===== src/hw/rtl/lpl_pkg.sv =====
// ----------------------------------------------------------------------------
// lpl_pkg
// Shared constants, types and helpers of the look-ahead peak limiter.
// ----------------------------------------------------------------------------
package lpl_pkg;

	localparam int DATA_W          = 24;
	localparam int WINDOW_LOG2_DEF = 8;
	localparam int CHANNELS_DEF    = 2;
	localparam int DIV_DVD_W       = 48;
	localparam int DIV_Q_W         = 24;

	localparam logic [DATA_W-1:0] ONE_Q23   = 24'h800000;
	localparam logic [DATA_W-1:0] THR_RESET = 24'd8387769;

	// floor smoothing: (9*floor + new + 5) / 10 by reciprocal, exact below 2^30
	localparam int                 LPD_W    = 27;
	localparam int                 RCP10_W  = 28;
	localparam logic [RCP10_W-1:0] RCP10    = 28'd214748365;
	localparam int                 RCP10_SH = 31;

	// gain recovery: remainder term / 1000 by reciprocal, exact below 2^24
	localparam int                 RCP1K_W  = 25;
	localparam logic [RCP1K_W-1:0] RCP1K    = 25'd17179870;
	localparam int                 RCP1K_SH = 34;
	localparam logic [DATA_W-1:0]  GAIN_RND = 24'd500;

	typedef logic [DATA_W-1:0] word_t;

	typedef enum logic [15:0] {
		S_IDLE = 16'b0000_0000_0000_0001,
		S_RING = 16'b0000_0000_0000_0010,
		S_CLR  = 16'b0000_0000_0000_0100,
		S_TWR  = 16'b0000_0000_0000_1000,
		S_TMX  = 16'b0000_0000_0001_0000,
		S_FLD  = 16'b0000_0000_0010_0000,
		S_FLW  = 16'b0000_0000_0100_0000,
		S_LPD  = 16'b0000_0000_1000_0000,
		S_LPW  = 16'b0000_0001_0000_0000,
		S_GD   = 16'b0000_0010_0000_0000,
		S_GW   = 16'b0000_0100_0000_0000,
		S_MUL1 = 16'b0000_1000_0000_0000,
		S_LIM  = 16'b0001_0000_0000_0000,
		S_LIMW = 16'b0010_0000_0000_0000,
		S_MUL2 = 16'b0100_0000_0000_0000,
		S_FIN  = 16'b1000_0000_0000_0000
	} state_t;

	// magnitude of a two's complement word, most negative gives 2^23
	function automatic word_t mag24(input word_t raw);
		mag24 = raw[DATA_W-1] ? (~raw + 24'd1) : raw;
	endfunction

endpackage


===== src/hw/rtl/lpl_div.sv =====
// ----------------------------------------------------------------------------
// lpl_div
// Restoring divider, one quotient bit per cycle. The caller guarantees
// that the quotient fits in DIV_Q_W bits.
// ----------------------------------------------------------------------------
module lpl_div (
	input  logic                            clk,
	input  logic                            arst_n,
	input  logic                            start,
	input  logic [lpl_pkg::DIV_DVD_W-1:0]   dividend,
	input  logic [lpl_pkg::DATA_W-1:0]      divisor,
	output logic                            busy,
	output logic                            done,
	output logic [lpl_pkg::DIV_Q_W-1:0]     quotient
);
	import lpl_pkg::*;

	localparam int CNT_W = $clog2(DIV_Q_W + 1);

	logic [DATA_W-1:0]  rem_q;
	logic [DIV_Q_W-1:0] dvd_q;
	logic [DATA_W-1:0]  dsr_q;
	logic [DIV_Q_W-1:0] quo_q;
	logic [CNT_W-1:0]   cnt_q;
	logic               done_q;
	logic [DATA_W:0]    trial;
	logic               ge;

	assign trial = {rem_q, dvd_q[DIV_Q_W-1]};
	assign ge    = trial >= {1'b0, dsr_q};

	always_ff @(posedge clk or negedge arst_n) begin
		if (!arst_n) begin
			cnt_q  <= '0;
			done_q <= 1'b0;
		end else begin
			done_q <= (cnt_q == CNT_W'(1));
			if (start) begin
				cnt_q <= CNT_W'(DIV_Q_W);
			end else if (cnt_q != '0) begin
				cnt_q <= cnt_q - CNT_W'(1);
			end
		end
	end

	always_ff @(posedge clk) begin
		if (start) begin
			rem_q <= dividend[DIV_DVD_W-1 -: DATA_W];
			dvd_q <= dividend[DIV_Q_W-1:0];
			dsr_q <= divisor;
		end else if (cnt_q != '0) begin
			rem_q <= ge ? DATA_W'(trial - {1'b0, dsr_q}) : trial[DATA_W-1:0];
			dvd_q <= {dvd_q[DIV_Q_W-2:0], 1'b0};
			quo_q <= {quo_q[DIV_Q_W-2:0], ge};
		end
	end

	assign busy     = (cnt_q != '0);
	assign done     = done_q;
	assign quotient = quo_q;

endmodule


===== config.mk =====
export PLATFORM = sky130hd
export DESIGN_NAME = lpl_div
export DESIGN_NICKNAME = d
export VERILOG_FILES = /design/src/hw/rtl/lpl_pkg.sv /design/src/hw/rtl/lpl_div.sv
export SDC_FILE = /design/constraint.sdc
export NUM_CORES = 1
export LEC_CHECK = 0
export BUFFER_PORTS_ARGS = -buffer_cell sky130_fd_sc_hd__buf_2
export CAP_MARGIN = 40
export CORE_ASPECT_RATIO = 0.7
export CORE_MARGIN = 1.5
export CORE_UTILIZATION = 50
export DETAILED_ROUTE_END_ITERATION = 7
export GPL_ROUTABILITY_DRIVEN = 1
export GPL_TIMING_DRIVEN = 0
export HOLD_SLACK_MARGIN = 0.15
export PLACE_DENSITY = 0.81
export SLEW_MARGIN = 20
export SYNTH_ARGS = -nofsm -noshare
export SYNTH_HDL_FRONTEND = slang
export SYNTH_SLANG_ARGS = --single-unit

===== constraint.sdc =====
create_clock -name clk -period 3.3 [get_ports clk]
set_clock_uncertainty 0.05 [all_clocks]
set_input_delay 0 -clock clk [delete_from_list [all_inputs] [get_ports clk]]
set_output_delay 0 -clock clk [all_outputs]
set_load 0.005 [all_outputs]

==> metrics.yaml <==
rows: 31
maxCapViolations: 0
power.combinational.fraction: 0.447
count_of_nets_left_with_antenna_violations_after_detail_routing: 0
synth_edf_count: 96
timing.slew.headroom: 0.540
overall_die_height_um: 89.1
core_um2: 10300
worstSetupEndpointType: "flop"
synth_top_family_by_area: "compound AO/OA/AOI/OAI gates"
hold_viol: 0
yosysTopAreaCell: "edfxtp_1"
antenna-diode-count: 0
power.switching_mw: 1.79
clkLatencyLatePin_ns: 0.34
numClockSinks: 102
first_global_vias: 3942
synthesis.area_um2: 5290
final.period_utilization: 0.959
post_synth_num_cell_types: 55
crit-reg2reg-capture: "rem_q[20]$_DFFE_PP_"
post_synth_fa_ha_maj_area_fraction: 0.0676
maxClockFrequency_mhz: 316
syn_area_per_cell_um2: 12.7
synth_simple_gate_area_frac: 0.0858
route.detailed.vias_per_inst: 5.39
postPlaceCellArea_um2: 5980
setup.worst_path.class: "flop to flop"
worst-slew-pin-transition_ns: 0.691
number_of_drc_violations_after_detailed_routing_iteration_0: 277
htree_num_levels: 3
timing.critical_path.from: "rem_q[2]$_DFFE_PP_"
cts-root-to-sink-buffers: 2
timing.critical_path.mode_cell: "mux2_2"
critPathMaxStageDelay_ns: 0.42
async_flop_share: 0.0588
fraction_of_layout_instances_using_a_drive_strength_above_1: 0.283
cts_inserted_buffers: 9
clk_tree_root_cell: "clkbuf_16"
clock_power_share: 0.191
synthDominantCellAreaShare: 0.545
drt_pass1_iterations: 8
hpwl_mm: 8.01
fp.dieW_um: 126
area_growth_pct: 32.9
port_buffers: 100
cp_max_fo: 10
post_drt_wl_per_cell_um: 16.3
io_pins: 101
p_sw_frac: 0.348
static-leakage-power_nw: 2.96
internal_power_mw: 3.35
synth.mux.area_fraction: 0.0953
synth_xor_area_frac: 0.0364
critical_path.endpoint: "rem_q[20]$_DFFE_PP_"
power-per-cell-area_nw_per_um2: 732
mappedNetlistNets: 521
nets: 709
post_synth_inst_count: 418
largest_net_degree_at_the_start_of_global_routing: 49
num_vias: 4008
timing.rr.start: "rem_q[2]$_DFFE_PP_"
ys_dominant_reg_cell: "edfxtp_1"
globalplace.congestion: 0.922
power.total_mw: 5.15
grt_first_pass_wirelength_mm: 19.2
overflow: 0
finalSetupViolCount: 0
path_delay_family: "compound AO/OA/AOI/OAI gates"
worst_setup_path_start_kind: "flop"
arrival_ns: 3.21
seq_area_frac_synth: 0.573
antenna_found_initial: 0
run_status: "complete, but fails checks"
clock_tree_from_tritoncts: "built"
routed_wl_mm: 12.1
min_period_ns: 3.17
peakVddDrop_uv: 369
timing.reg2reg.worst_path_depth: 10
path_clk_slew_ns: 0.07
utilization: 0.682
crit_chain: "ha_1 -> o211ai_1 -> a211oi_2 -> nor3_2 -> a21oi_2 -> o21ai_2 -> o31ai_4 -> buf_6 -> mux2_2 -> mux2_2"
final_std_cell_area_no_fill_um2: 7030
gr_usage_total: 0.224
r2r_slack_ns: 0.13
synth.top_cells.by_area: "edfxtp_1 54%, mux2_2 8.3%, ha_1 6.4%, a21oi_1 2.8%, dfrtp_1 2.8%"
share_seq_of_total_power: 0.362
die_area_um2: 11200
critical_path.n_buffers_inverters: 1
floorplan.initialDensity: 0.513
failed_checks: "design-rule violations"
rsz_0062_raised_after_global_routing: "true"
worst-endpoint-required_ns: 3.34
critical_path_depth: 10
report.final.slew_viol_count: 0
slowest_stage: "edfxtp_1"
ys_ff_latch: 102
count_of_unresolved_drc_violations_after_routing: 1
synth-compound-area-share: 0.109
hp-class: "input pin to flop"
ys_warn_count: 0
metal layers:
metal / GRT usage / wire length [um] / vias up
li1: - / - / 1932
met1: 0.299 / 5560 / 1928
met2: 0.374 / 5670 / 132
met3: 0.0545 / 700 / 16
met4: 0.0627 / 160 / 0
met5: 0 / 0 / -
registers in the layout (all words and copies together) (netlist names):
register,count
dsr_q,24
cnt_q,5
rem_q,24
done,1
dvd_q,24
quotient,24
through the flow:
step | hold slack (ns) | worst slack, ns | setup TNS [ns] | std cells
2_1_floorplan | -0.346 | 0.306 | 0 | 418
3_3_place_gp | -0.221 | -0.102 | -4.75 | 650
3_5_place_dp | -0.214 | -0.0216 | -0.0381 | 651
4_1_cts | 0.195 | 0.000523 | 0 | 741
5_1_grt | 0.207 | -0.00123 | -0.00123 | 743
6_report | 0.188 | 0.134 | 0 | 743
how the worst min path moves through the flow:
stage	from	endpoint	slack (ns)	cells after the start
2_1_floorplan	arst_n	cnt_q[0]$_DFFE_PN0P_	-0.35	0
3_3_place_gp	arst_n	done$_DFF_PN0_	-0.22	1
3_5_place_dp	arst_n	done$_DFF_PN0_	-0.21	1
4_1_cts	start	dsr_q[6]$_DFFE_PP_	0.19	1
5_1_grt	start	dsr_q[5]$_DFFE_PP_	0.21	1
6_report	start	dsr_q[6]$_DFFE_PP_	0.19	1
worst reg2reg max path: cells and delay by family, from the launching register on:
kind / cells / cell delay, ns
flip-flops: 1 / 0.42
AO/OA/AOI/OAI: 5 / 1.11
adder cells (fa/ha/maj): 1 / 0.40
AND/OR/NAND/NOR: 1 / 0.12
buffers and inverters: 1 / 0.22
multiplexers: 2 / 0.61
synth_stat cells (6+ instances only):
cell	n
a21o_1	12
nor2_1	23
ha_1	27
edfxtp_1	96
o21ai_1	12
nand2_1	26
mux2_2	39
xnor2_1	13
inv_1	30
nand4_1	6
dfrtp_1	6
xor2_1	9
a21oi_1	30
cells by family (layout without fill, tap and decap cells):
kind of cell,after synthesis,in the layout
AOI/OAI and AO/OA,88,88
and+or+nand+nor,91,91
adders and majority gates,28,28
buffers and inverters,42,235
DFF,102,102
xor gates and xnor gates,22,22
muxes,45,45
power by group through the flow:
| stage | sequential, mW | clock, mW | combinational [mW] |
|---|---|---|---|
| finish | 1.86 | 0.984 | 2.30 |
| global route | 1.89 | 1.05 | 2.55 |
| CTS | 1.86 | 1.01 | 2.22 |
| detailed placement | 1.88 | 0 | 2.13 |
| global placement | 1.87 | 0 | 2.06 |
| floorplan | 1.85 | 0 | 1.67 |
layout by cell type (no fill, tap or decap), types with 6 or more instances in the layout:
master,instances
buf_2,102
edfxtp_1,96
dlygate4sd3_1,74
mux2_2,39
inv_1,30
a21oi_1,28
ha_1,27
nand2_1,26
nor2_1,22
xnor2_1,13
a21o_1,12
o21ai_1,12
xor2_1,9
clkbuf_16,9
clkbuf_1,8
nand4_1,6
dfrtp_1,6
cell type report:
| class | count | area (um^2) |
|---|---|---|
| timing repair buffer | 177 | 1270 |
| inverter | 30 | 113 |
| buffer | 12 | 62.6 |
| tap | 132 | 165 |
| clock buffer | 13 | 250 |
| fill | 746 | 3290 |
| sequential | 102 | 3030 |
| clock inverter | 3 | 21.3 |
| multi-input combinational | 274 | 2120 |
what timing repair did:
action                                  CTS  global route
buffers inserted                          0             2
pin swaps                                 0             3
resized for setup                         1             4
cloned                                    0             0
hold endpoints to repair                 78             0
hold buffers                             74             0
endpoints found under the setup margin    2            22
No activity file was read; power rests on OpenSTA's default activity.
